==> config.mk <==
export PLATFORM = sky130hd
export DESIGN_NAME = mid_cfg
export DESIGN_NICKNAME = d
export VERILOG_FILES = /design/src/hdl/mid_pkg.sv /design/src/hdl/mid_cfg.sv
export SDC_FILE = /design/constraint.sdc
export NUM_CORES = 1
export LEC_CHECK = 0
export ABC_CLOCK_PERIOD_IN_PS = 2300
export BUFFER_PORTS_ARGS = -buffer_cell sky130_fd_sc_hd__buf_2
export CAP_MARGIN = 25
export CORE_ASPECT_RATIO = 1.4
export CORE_MARGIN = 3
export CORE_UTILIZATION = 45
export CTS_CLUSTER_DIAMETER = 30
export CTS_CLUSTER_SIZE = 25
export DETAILED_ROUTE_END_ITERATION = 10
export PLACE_DENSITY_LB_ADDON = 0.1
export SETUP_SLACK_MARGIN = 0.4
export SYNTH_ARGS = -nofsm -noshare
export SYNTH_HDL_FRONTEND = slang
export SYNTH_SLANG_ARGS = --single-unit
==> constraint.sdc <==
create_clock -name clk -period 2.3 [get_ports clk]
set_clock_uncertainty 0.2 [all_clocks]
set_input_delay 0.115 -clock clk [delete_from_list [all_inputs] [get_ports clk]]
set_output_delay 0.115 -clock clk [all_outputs]
set_load 0.02 [all_outputs]
==> src/hdl/mid_pkg.sv <==
// shared types and constants for the minimum image displacement block
package mid_pkg;

    localparam int LEN_W      = 32;
    localparam int PROD_W     = 64;
    localparam int FRAC_W     = 66;
    localparam int FRAC_SHIFT = 46;
    localparam int CNT_W      = 20;
    localparam int TRANS_W    = 54;
    localparam int N_STAGES   = 5;
    localparam int CFG_IDX_W  = 3;
    localparam int CFG_DATA_W = 64;

    localparam logic [CFG_IDX_W-1:0] REG_CELL_AX_BX  = 3'd0;
    localparam logic [CFG_IDX_W-1:0] REG_CELL_CX_BY  = 3'd1;
    localparam logic [CFG_IDX_W-1:0] REG_CELL_CY_CZ  = 3'd2;
    localparam logic [CFG_IDX_W-1:0] REG_RECIP_AX_BX = 3'd3;
    localparam logic [CFG_IDX_W-1:0] REG_RECIP_CX_BY = 3'd4;
    localparam logic [CFG_IDX_W-1:0] REG_RECIP_CY_CZ = 3'd5;

    typedef logic signed [LEN_W-1:0] len_t;
    typedef logic signed [CNT_W-1:0] cnt_t;
    typedef logic [N_STAGES-1:0] stage_load_t;

    // upper-triangular cell, Q16.16
    typedef struct packed {
        len_t ax;
        len_t bx;
        len_t cx;
        len_t by;
        len_t cy;
        len_t cz;
    } cell_t;

    // non-zero reciprocal entries, Q2.30
    typedef struct packed {
        len_t rax;
        len_t ray;
        len_t raz;
        len_t rby;
        len_t rbz;
        len_t rcz;
    } recip_t;

    typedef struct packed {
        len_t dx;
        len_t dy;
        len_t dz;
    } vec_t;

    typedef struct packed {
        cnt_t na;
        cnt_t nb;
        cnt_t nc;
    } shift_t;

endpackage

==> src/hdl/mid_cfg.sv <==
// configuration register file holding cell and reciprocal entries
module mid_cfg (
    input  logic                             clk,
    input  logic                             rst_n,
    input  logic                             cfg_valid,
    output logic                             cfg_ready,
    input  logic [mid_pkg::CFG_IDX_W-1:0]    cfg_index,
    input  logic [mid_pkg::CFG_DATA_W-1:0]   cfg_data,
    output mid_pkg::cell_t                   lattice,
    output mid_pkg::recip_t                  recip
);

    logic [mid_pkg::CFG_DATA_W-1:0] cell_ax_bx_reg;
    logic [mid_pkg::CFG_DATA_W-1:0] cell_cx_by_reg;
    logic [mid_pkg::CFG_DATA_W-1:0] cell_cy_cz_reg;
    logic [mid_pkg::CFG_DATA_W-1:0] recip_ax_bx_reg;
    logic [mid_pkg::CFG_DATA_W-1:0] recip_cx_by_reg;
    logic [mid_pkg::CFG_DATA_W-1:0] recip_cy_cz_reg;

    assign cfg_ready = 1'b1;

    always_ff @(posedge clk or negedge rst_n)
    begin
        if (!rst_n)
        begin
            cell_ax_bx_reg  <= '0;
            cell_cx_by_reg  <= '0;
            cell_cy_cz_reg  <= '0;
            recip_ax_bx_reg <= '0;
            recip_cx_by_reg <= '0;
            recip_cy_cz_reg <= '0;
        end
        else if (cfg_valid && cfg_ready)
        begin
            case (cfg_index)
                mid_pkg::REG_CELL_AX_BX:  cell_ax_bx_reg  <= cfg_data;
                mid_pkg::REG_CELL_CX_BY:  cell_cx_by_reg  <= cfg_data;
                mid_pkg::REG_CELL_CY_CZ:  cell_cy_cz_reg  <= cfg_data;
                mid_pkg::REG_RECIP_AX_BX: recip_ax_bx_reg <= cfg_data;
                mid_pkg::REG_RECIP_CX_BY: recip_cx_by_reg <= cfg_data;
                mid_pkg::REG_RECIP_CY_CZ: recip_cy_cz_reg <= cfg_data;
                default: ;
            endcase
        end
    end

    always_comb
    begin
        lattice.ax = cell_ax_bx_reg[63:32];
        lattice.bx = cell_ax_bx_reg[31:0];
        lattice.cx = cell_cx_by_reg[63:32];
        lattice.by = cell_cx_by_reg[31:0];
        lattice.cy = cell_cy_cz_reg[63:32];
        lattice.cz = cell_cy_cz_reg[31:0];
        recip.rax  = recip_ax_bx_reg[63:32];
        recip.ray  = recip_ax_bx_reg[31:0];
        recip.raz  = recip_cx_by_reg[63:32];
        recip.rby  = recip_cx_by_reg[31:0];
        recip.rbz  = recip_cy_cz_reg[63:32];
        recip.rcz  = recip_cy_cz_reg[31:0];
    end

endmodule

# [Word-level counts from Yosys, hierarchy flattened]
# Index checks and enable logic that the tools add are counted.
[word_totals] ff_bits=384 word_cells=18 output_inout_bits=385
[op_classes] reduce_logical=7 n_eq_ne=5
[op_table] operator="2-bit AND reduction" count=6
[op_table] operator="3-bit by 2-bit == test with 1-bit output, second input constant" count=2
[op_table] operator="3-bit == test, second input constant" count=2
[op_table] operator="3-bit by 1-bit == test with 1-bit output, second input constant" count=1
[op_table] operator="3-bit logical NOT" count=1

# [Logic depth before layout (Yosys ltp)]
# Gate-level depths: netlist (run 1).
[logic_depth] ltp_word=2 depth_mapped=4 depth_no_buf=2

# [Least setup slack after synthesis (run 1)]
# Ideal clock, no wire load.
[synth_path] kind="input -> register" from="in cfg_index[1] in the netlist's numbering" to="reg cell_ax_bx_reg[0] in the netlist's numbering" cell_stages=4 path_buffers=2 required_ns=1.973 path_slack_ns=0.940 arrival_ns=1.032 path_cell_list="nor4b_2 buf_4 buf_6 mux2_1"
[synth_between] elab_chain_cells=2
[synth_rtl] item="from (decl)" line="mid_cfg.sv:7" source="input logic [mid_pkg::CFG_IDX_W-1:0] cfg_index,"
[synth_rtl] item="3-bit logical NOT" line="mid_cfg.sv:35" source="case (cfg_index)"
[synth_rtl] item="2-bit AND reduction (no source line)"
[synth_rtl] item="to (signal assigned)" line="mid_cfg.sv:36" source="mid_pkg::REG_CELL_AX_BX: cell_ax_bx_reg <= cfg_data;"
[synth_rtl] item="to (decl)" line="mid_cfg.sv:13" source="logic [mid_pkg::CFG_DATA_W-1:0] cell_ax_bx_reg;"
# No other way between the ends.
# A chain may end at the register's enable or synchronous reset.

# [Final worst setup path (run 1)]
[layout_path] from="in cfg_index[2] in the netlist's numbering" to="reg cell_cy_cz_reg[60] in the netlist's numbering"
[layout_between] elab_chain_cells=2
[layout_rtl] item="3-bit by 2-bit == test with 1-bit output" line="mid_cfg.sv:35"
[layout_rtl] item="2-bit AND reduction (no source line)"
[layout_rtl] item="to (signal assigned)" line="mid_cfg.sv:38" source="mid_pkg::REG_CELL_CY_CZ: cell_cy_cz_reg <= cfg_data;"
[layout_rtl] item="to (decl)" line="mid_cfg.sv:15" source="logic [mid_pkg::CFG_DATA_W-1:0] cell_cy_cz_reg;"
# No other way between the ends.

==> results of run 1 <==
-- synthesized netlist by cell type --
| master | count | area, µm² |
|---|---|---|
| mux2_4 | 180 | 2700 |
| buf_2 | 2 | 10.0 |
| conb_1 | 1 | 3.75 |
| and4bb_1 | 3 | 37.5 |
| nor4b_2 | 1 | 15.0 |
| dfrtp_1 | 384 | 9610 |
| mux2_2 | 8 | 90.1 |
| mux2_1 | 196 | 2210 |
| buf_4 | 14 | 105 |
| nand4b_1 | 2 | 17.5 |
| buf_6 | 21 | 236 |
| buf_12 | 6 | 120 |
-- placed cells by master, fill, tap and decap left out, drive strengths merged --
cell type,Yosys,layout
dfrtp,384,384
and4bb,3,3
inv,0,10
buf,43,479
mux2,384,384
nor4b,1,1
conb,1,1
diode,0,1
clkinvlp,0,6
bufinv,0,9
dlygate4sd3,0,69
nand4b,2,2
clkbuf,0,74
clkinv,0,15
-- layout make-up --
class	instances	area share
antenna	1	0.000120
clock buffer	74	0.0810
clock inverter	40	0.0251
multi-input combinational	391	0.245
sequential	384	0.461
tap	440	0.0264
timing repair buffer	548	0.161
-- per-layer routing --
metal  vias up  GRT usage  wire length, µm
li1       4057          -                -
met1      4687      0.275            16000
met2       334      0.367            19500
met3        89     0.0572             2600
met4         0     0.0911             1630
met5         -          0                0
-- through the flow --
stage,worst slack [ns],instances,util,power [mW]
finish,0.574,1878,0.635,24.7
global route,0.539,1877,0.635,25.8
CTS,0.623,1877,0.635,25.0
detailed placement,0.570,1694,0.547,15.1
global placement,0.584,1694,0.547,15.0
floorplan,0.940,818,-,12.6
-- critical path, delay by kind of cell --
kind / cells / cell delay, ns
buf+inv: 3 / 1.12
mux: 1 / 0.34
simple gates: 1 / 0.36
-- path summary, 6_finish.rpt --
check	slack, ns	start	depth (start not counted)	end
min in group asynchronous	0.40	rst_n	3	cell_cx_by_reg[24]$_DFFE_PN0P_
setup reg to reg	1.28	recip_ax_bx_reg[36]$_DFFE_PN0P_	1	recip_ax_bx_reg[36]$_DFFE_PN0P_
setup / recovery	0.57	cfg_index[2]	5	cell_cy_cz_reg[60]$_DFFE_PN0P_
max in group asynchronous	0.71	rst_n	4	recip_ax_bx_reg[6]$_DFFE_PN0P_
hold reg to reg	0.28	cell_ax_bx_reg[45]$_DFFE_PN0P_	1	cell_ax_bx_reg[45]$_DFFE_PN0P_
hold / removal	0.05	cfg_valid	4	cell_ax_bx_reg[29]$_DFFE_PN0P_
-- report_power, final --
part           switching, mW  total, mW  internal, mW
clock network           3.38       9.66          6.29
logic                   3.52       6.03          2.50
registers              0.781       9.04          8.26
-- kinds of logic after synthesis --
logic type / count (synthesis) / share of synthesized area
simple gates: 6 / 0.00462
mux: 384 / 0.330
buf+inv: 43 / 0.0311
flops: 384 / 0.634
other cells: 1 / 0.000247
-- repair_timing --
item | CTS | global route
hold buffers | 69 | 0
setup endpoints to repair | 0 | 0
endpoints found under the hold margin | 768 | 0
==> impl_metrics.ini, run 1 <==
[cells_and_area]
regArea_um2 = 9610
fin_nets = 1456
synthToLayoutAreaGrowth_pct = 37.4
stdcell_area_um2 = 20800
multi_input_area_um2 = 5090
fill_cells = 2499
drive_above_1_share = 0.544

[yosys]
ys_warn_count = 0
synth.distinct_cells = 12
avgSynthCellArea_um2 = 18.5
ys_ff_latch = 384
synth_area_um2 = 15200
synthCells = 818
syn-num-nets = 888
yosysSeqAreaShare = 0.634

[routing]
ant_nets = 0
wl_um = 39800
vias = 9167
via_per_inst = 4.88
first_iter_violations = 333
drc = 0
avgRoutedWirePerCell_um = 21.2
firstDrtPassIters = 4

[setup_path]
start_kind = input port
crit_required_ns = 2.55
arrival_ns = 1.97
crit_slowest_cell = dlygate4sd3_1
path_cells = dlygate4sd3_1, buf_2, and4bb_4, buf_4, mux2_4
slowest_delay_ns = 0.53
setup.worst_path.end_class = register
cp_max_fo = 23
path_class = input port to register

[place]
place_congestion = 0.762
dp_hpwl_um = 26600
post_dp_cell_area_um2 = 17900
io_buffers = 453

[cts]
cts_tree = built
cts.sinks = 384
cts_root_buf = clkbuf_16
path_clk_slew_ns = 0.05
post-cts-setup-buffers = 0
clock_latency_ns = 0.57
cts_buffer_depth = 3
htree_levels = 2
ctsResizeCount = 0
cts_buffers = 61

[sta]
fin_crit_sh = 0.750
max_freq_ghz = 0.579
slew_violations = 0
rsz0062_at_grt = no
setup-tns-final_ns = 0
setup_violations = 0
holdWs_ns = 0.0470
hold_violations = 0
min_period_ns = 1.73

[global_route]
antenna_found_initial = 0
grt_pass1_vias = 10043
grt_overflow = 0
grt_start_max_net_pins = 82
grt_usage = 0.220
grt_pass1_wl_um = 61800

[run_status]
outcome = complete, no violations

[job]
cap_violations = 0

[die]
fp-row-count = 78
core_um2 = 32800
die_w_um = 161
die_area_um2 = 35900
die_h_um = 223
initial_core_util = 0.462
ios = 455

[power]
power_density_nw_per_um2 = 1190
ir_drop_uv = 762
p_leak_nw = 10.2

[hold_path]
hold_class = input port to register
Power figures use the tool's default switching activity.
==> run 2, diff against run 1 <==
ABC_CLOCK_PERIOD_IN_PS = 1720   (was 2300)
clock period = 1.72 ns   (was 2.3 ns; I/O delays follow)
==> run 2 against run 1 <==
Compared with the run above: the run now ends with negative hold slack left; via count grew 10%; wire length grew 17%; final cell count grew 10%; sequential share of layout area shrank 7.4 points; die area is the same; count of clock-buffer cells in the layout grew 1; sequential power grew 39%; utilization grew 12 points.
==> impl_metrics.ini, run 2 (synthesis results as in run 1) <==
[die]
fp-row-count = 78
ios = 455
core_um2 = 32800
die_w_um = 161
die_h_um = 223
initial_core_util = 0.462
die_area_um2 = 35900

[routing]
ant_nets = 0
wl_um = 46600
firstDrtPassIters = 4
vias = 10126
first_iter_violations = 354
via_per_inst = 4.90
drc = 0
avgRoutedWirePerCell_um = 22.5

[sta]
slew_violations = 0
setup-tns-final_ns = 0
fin_crit_sh = 0.836
setup_violations = 0
hold_violations = 28
holdWs_ns = -0.201
rsz0062_at_grt = yes
max_freq_ghz = 0.695
min_period_ns = 1.44

[cts]
clock_latency_ns = 0.56
path_clk_slew_ns = 0.05
cts.sinks = 384
cts_buffers = 60
cts_tree = built
htree_levels = 2
cts_root_buf = clkbuf_16
cts_buffer_depth = 3
hold_buffers = 65

[setup_path]
path_cells = buf_6
cp_max_fo = 2
start_kind = register
arrival_ns = 1.15
crit_required_ns = 1.43
crit_slowest_cell = dfrtp_1
critPathTopFamily = flip-flops
path_class = register to primary output
setup.worst_path.end_class = primary output
path_buf_inv = 1
slowest_delay_ns = 0.43

[run_status]
violations = negative hold slack
outcome = finished with violations

[power]
p_switching_mw = 11.1
p_leak_nw = 11.9
power_density_nw_per_um2 = 1520
clkPwrFrac = 0.345
ir_drop_uv = 1060
switching_share = 0.295
pwr-share-seq = 0.335
finalPower_mw = 37.7
internal_power_mw = 26.6
combPwrFrac = 0.320

[cells_and_area]
final_cell_mix = dfrtp_1 (384), buf_6 (384), buf_4 (199)
fin_nets = 1650
instances_no_fill = 2066
drive_above_1_share = 0.599
synthToLayoutAreaGrowth_pct = 63.6

[global_route]
grt_pass1_vias = 10984
grt_usage = 0.248
antenna_found_initial = 0
grt_start_max_net_pins = 58
grt_pass1_wl_um = 69000
grt_overflow = 0

[hold_path]
hold_class = input port to asynchronous set/reset pin

[job]
cap_violations = 0

[place]
io_buffers = 453
dp_hpwl_um = 27300
place_congestion = 0.752
dp.cells = 1702
-- run 2: cell count changes in the layout (fill, tap and decap cells not counted), sizes merged --
| cell | change |
|---|---|
| buf | +199 |
| clkinv | -9 |
| inv | -5 |
| dlygate4sd3 | -4 |
| bufinv | +3 |
| clkinvlp | +3 |
| clkbuf | +1 |
-- run 2: power by group through the flow --
stage / Clock (mW) / Sequential (mW) / Combinational (mW)
after detailed placement: 0 / 12.2 / 8.06
after global routing: 13.6 / 12.8 / 12.6
after floorplan: 0 / 14.7 / 2.20
after global placement: 0 / 12.2 / 7.98
final: 13.0 / 12.6 / 12.1
after CTS: 13.2 / 12.5 / 11.4
-- run 2: repair_timing --
action	4_1_cts	5_1_grt
gates resized for setup	768	0
setup buffers	111	80
endpoints found under the hold margin	768	28
endpoints found under the setup margin	384	384
-- run 2: per-layer routing --
metal,wire (µm),vias to the layer above,GRT usage
met3,3080,96,0.0728
met2,24000,380,0.422
met5,0,-,0
met4,1820,0,0.0969
met1,17700,5226,0.296
li1,-,4424,-
-- run 2: final timing paths --
check | start | to | slack (ns) | cells after the start
setup reg to reg | recip_ax_bx_reg[50]$_DFFE_PN0P_ | recip_ax_bx_reg[50]$_DFFE_PN0P_ | 0.40 | 3
setup / recovery | recip_cy_cz_reg[12]$_DFFE_PN0P_ | recip[12] | 0.28 | 1
max in group asynchronous | rst_n | cell_cx_by_reg[56]$_DFFE_PN0P_ | 0.84 | 3
hold reg to reg | cell_ax_bx_reg[49]$_DFFE_PN0P_ | cell_ax_bx_reg[49]$_DFFE_PN0P_ | 0.30 | 1
min in group clk | cfg_index[1] | cell_ax_bx_reg[32]$_DFFE_PN0P_ | -0.03 | 4
hold / removal | rst_n | cell_cy_cz_reg[24]$_DFFE_PN0P_ | -0.20 | 2
-- run 2: metrics by stage --
stage | setup WS, ns | utilization | hold WS, ns | instance area (µm²)
after floorplan | 0.389 | - | -0.410 | 15200
after detailed placement | 0.0863 | 0.552 | -0.179 | 18100
after CTS | 0.253 | 0.738 | -0.189 | 24200
final | 0.282 | 0.756 | -0.201 | 24800
after global routing | 0.251 | 0.756 | -0.182 | 24800
after global placement | 0.116 | 0.552 | -0.184 | 18100
-- run 2: final cells by class --
| cell class | count | area, µm² |
|---|---|---|
| Multi-Input combinational cell | 391 | 5090 |
| Clock inverter | 32 | 508 |
| Timing Repair Buffer | 743 | 7340 |
| Tap cell | 440 | 551 |
| Antenna cell | 1 | 2.50 |
| Fill cell | 1879 | 8000 |
| Sequential cell | 384 | 9610 |
| Clock buffer | 75 | 1680 |
==> run 3, diff against run 2 <==
ABC_CLOCK_PERIOD_IN_PS = 1280   (was 1720)
clock period = 1.28 ns   (was 1.72 ns; I/O delays follow)
==> run 3 against run 2 <==
Compared with the run above: the flow finishes with violations (negative hold slack, negative setup slack); clock power increased by 21%; final cell count rose by 8.3%; final area increased by 11%; register-to-register slack got worse by 0.40 ns; sequential power up 39%; sequential share of layout area decreased by 3.9 points; critical path type unchanged; via count up 13%; hold slack worse by 0.65 ns; wire length increased by 26%; worst setup slack worse by 0.45 ns; combinational power increased by 71%; global-route usage grew 2.1 points.
==> impl_metrics.ini, run 3 (synthesis results as in run 1) <==
[power]
p_leak_nw = 13.8
power_density_nw_per_um2 = 1960
ir_drop_uv = 1410

[routing]
wl_um = 58600
ant_nets = 0
avgRoutedWirePerCell_um = 26.2
vias = 11466
drc = 0
firstDrtPassIters = 4
first_iter_violations = 681
via_per_inst = 5.12

[cts]
htree_levels = 2
cts_buffer_depth = 3
clock_latency_ns = 0.57
cts_buffers = 58
path_clk_slew_ns = 0.06
cts.sinks = 384
cts_tree = built
cts_root_buf = clkbuf_16
hold_buffers = 69

[die]
die_w_um = 161
core_um2 = 32800
die_area_um2 = 35900
ios = 455
die_h_um = 223
fp-row-count = 78
initial_core_util = 0.462

[place]
dp_hpwl_um = 28400
dp_slack_ns = -0.339
place_congestion = 0.785
io_buffers = 453

[run_status]
outcome = finished with violations
violations = negative hold slack, negative setup slack

[setup_path]
path_class = register to primary output
crit_slowest_cell = dfrtp_1
setup.worst_path.end_class = primary output
slowest_delay_ns = 0.44
path_cells = buf_6
start_kind = register
cp_max_fo = 2
path_buf_inv = 1
arrival_ns = 1.18
crit_required_ns = 1.02
critPathTopFamily = flip-flops

[cells_and_area]
synthToLayoutAreaGrowth_pct = 82.1
drive_above_1_share = 0.740
finish.utilization = 0.841
diodes = 0
fill_cells = 1415
final_common_cell = buf_6
final_cell_mix = buf_6 (629), dfrtp_1 (375), mux2_4 (369)
fin_nets = 1821

[sta]
slew_headroom = 0.581
setup_violations = 384
tightest_slew_ns = 0.627
holdWs_ns = -0.856
rsz0062_at_grt = yes
fin_crit_sh = 1.13
min_period_ns = 1.44
max_freq_ghz = 0.693
hold_violations = 380
fin_ws_ns = -0.163
slew_violations = 0

[global_route]
grt_start_max_net_pins = 75
grt_overflow = 0
grt_usage = 0.269
grt_pass1_wl_um = 75200
antenna_found_initial = 0
grt_pass1_vias = 11918

[hold_path]
hold_class = input port to asynchronous set/reset pin

[job]
cap_violations = 0
## run 3: changes by cell type in the layout (fill, tap and decap cells not counted), sizes merged, moves of 4 or more
cell         previous run  this run
clkbuf                 75        71
bufinv                 12         2
clkinvlp                9         4
inv                     5        12
dlygate4sd3            65        69
clkinv                  6        18
buf                   678       847
## run 3: metal layers
layer	vias up	routed length, µm	global-route usage
li1	4759	-	-
met4	0	3220	0.113
met5	-	0	0
met3	171	4090	0.0741
met2	580	29200	0.444
met1	5956	22100	0.334
## run 3: area by class of cell
cell class / instances / area, µm² / share of cell area
Clock inverter: 36 / 358 / 0.0130
Multi-Input combinational cell: 391 / 5800 / 0.210
Timing Repair Buffer: 916 / 9670 / 0.350
Clock buffer: 71 / 1590 / 0.0577
Sequential cell: 384 / 9620 / 0.349
Tap cell: 440 / 551 / 0.0200
## run 3: worst paths after layout
kind                                                  from                        endpoint  slack (ns)  cells after the start
setup reg to reg            recip_cx_by_reg[9]$_DFFE_PN0P_  recip_cx_by_reg[9]$_DFFE_PN0P_           0                      3
min in group clk                              cfg_index[0]  cell_ax_bx_reg[41]$_DFFE_PN0P_       -0.21                      4
setup / recovery           recip_cy_cz_reg[28]$_DFFE_PN0P_                       recip[28]       -0.16                      1
hold reg to reg             cell_ax_bx_reg[32]$_DFFE_PN0P_  cell_ax_bx_reg[32]$_DFFE_PN0P_        0.31                      1
hold / removal                                       rst_n  cell_cx_by_reg[25]$_DFFE_PN0P_       -0.86                      1
max in group asynchronous                            rst_n  cell_cx_by_reg[24]$_DFFE_PN0P_        0.27                      3
## run 3: repair_timing
| item | in CTS | in global routing |
|---|---|---|
| gates resized for setup | 839 | 238 |
| gates cloned | 2 | 0 |
| setup buffers | 191 | 153 |
| pin swaps | 1 | 1 |
| endpoints found under the hold margin | 768 | 381 |
| setup endpoints to repair | 768 | 806 |
## run 3: power breakdown
group | internal [mW] | leakage [nW] | switching [mW] | total [mW]
registers | 14.9 | 4.60 | 2.68 | 17.5
clock network | 9.43 | 0.953 | 6.31 | 15.7
logic | 12.5 | 8.20 | 8.18 | 20.7
## run 3: metrics by stage
stage / power [mW] / std cells / setup TNS [ns] / area (µm²)
floorplan: 23.5 / 818 / -0.626 / 15800
finish: 53.9 / 2238 / -39.82 / 27600
global placement: 27.9 / 1716 / -86.66 / 18700
detailed placement: 28.1 / 1716 / -93.59 / 18700
global route: 55.6 / 2238 / -52.09 / 27600
CTS: 49.9 / 2085 / -42.80 / 25600
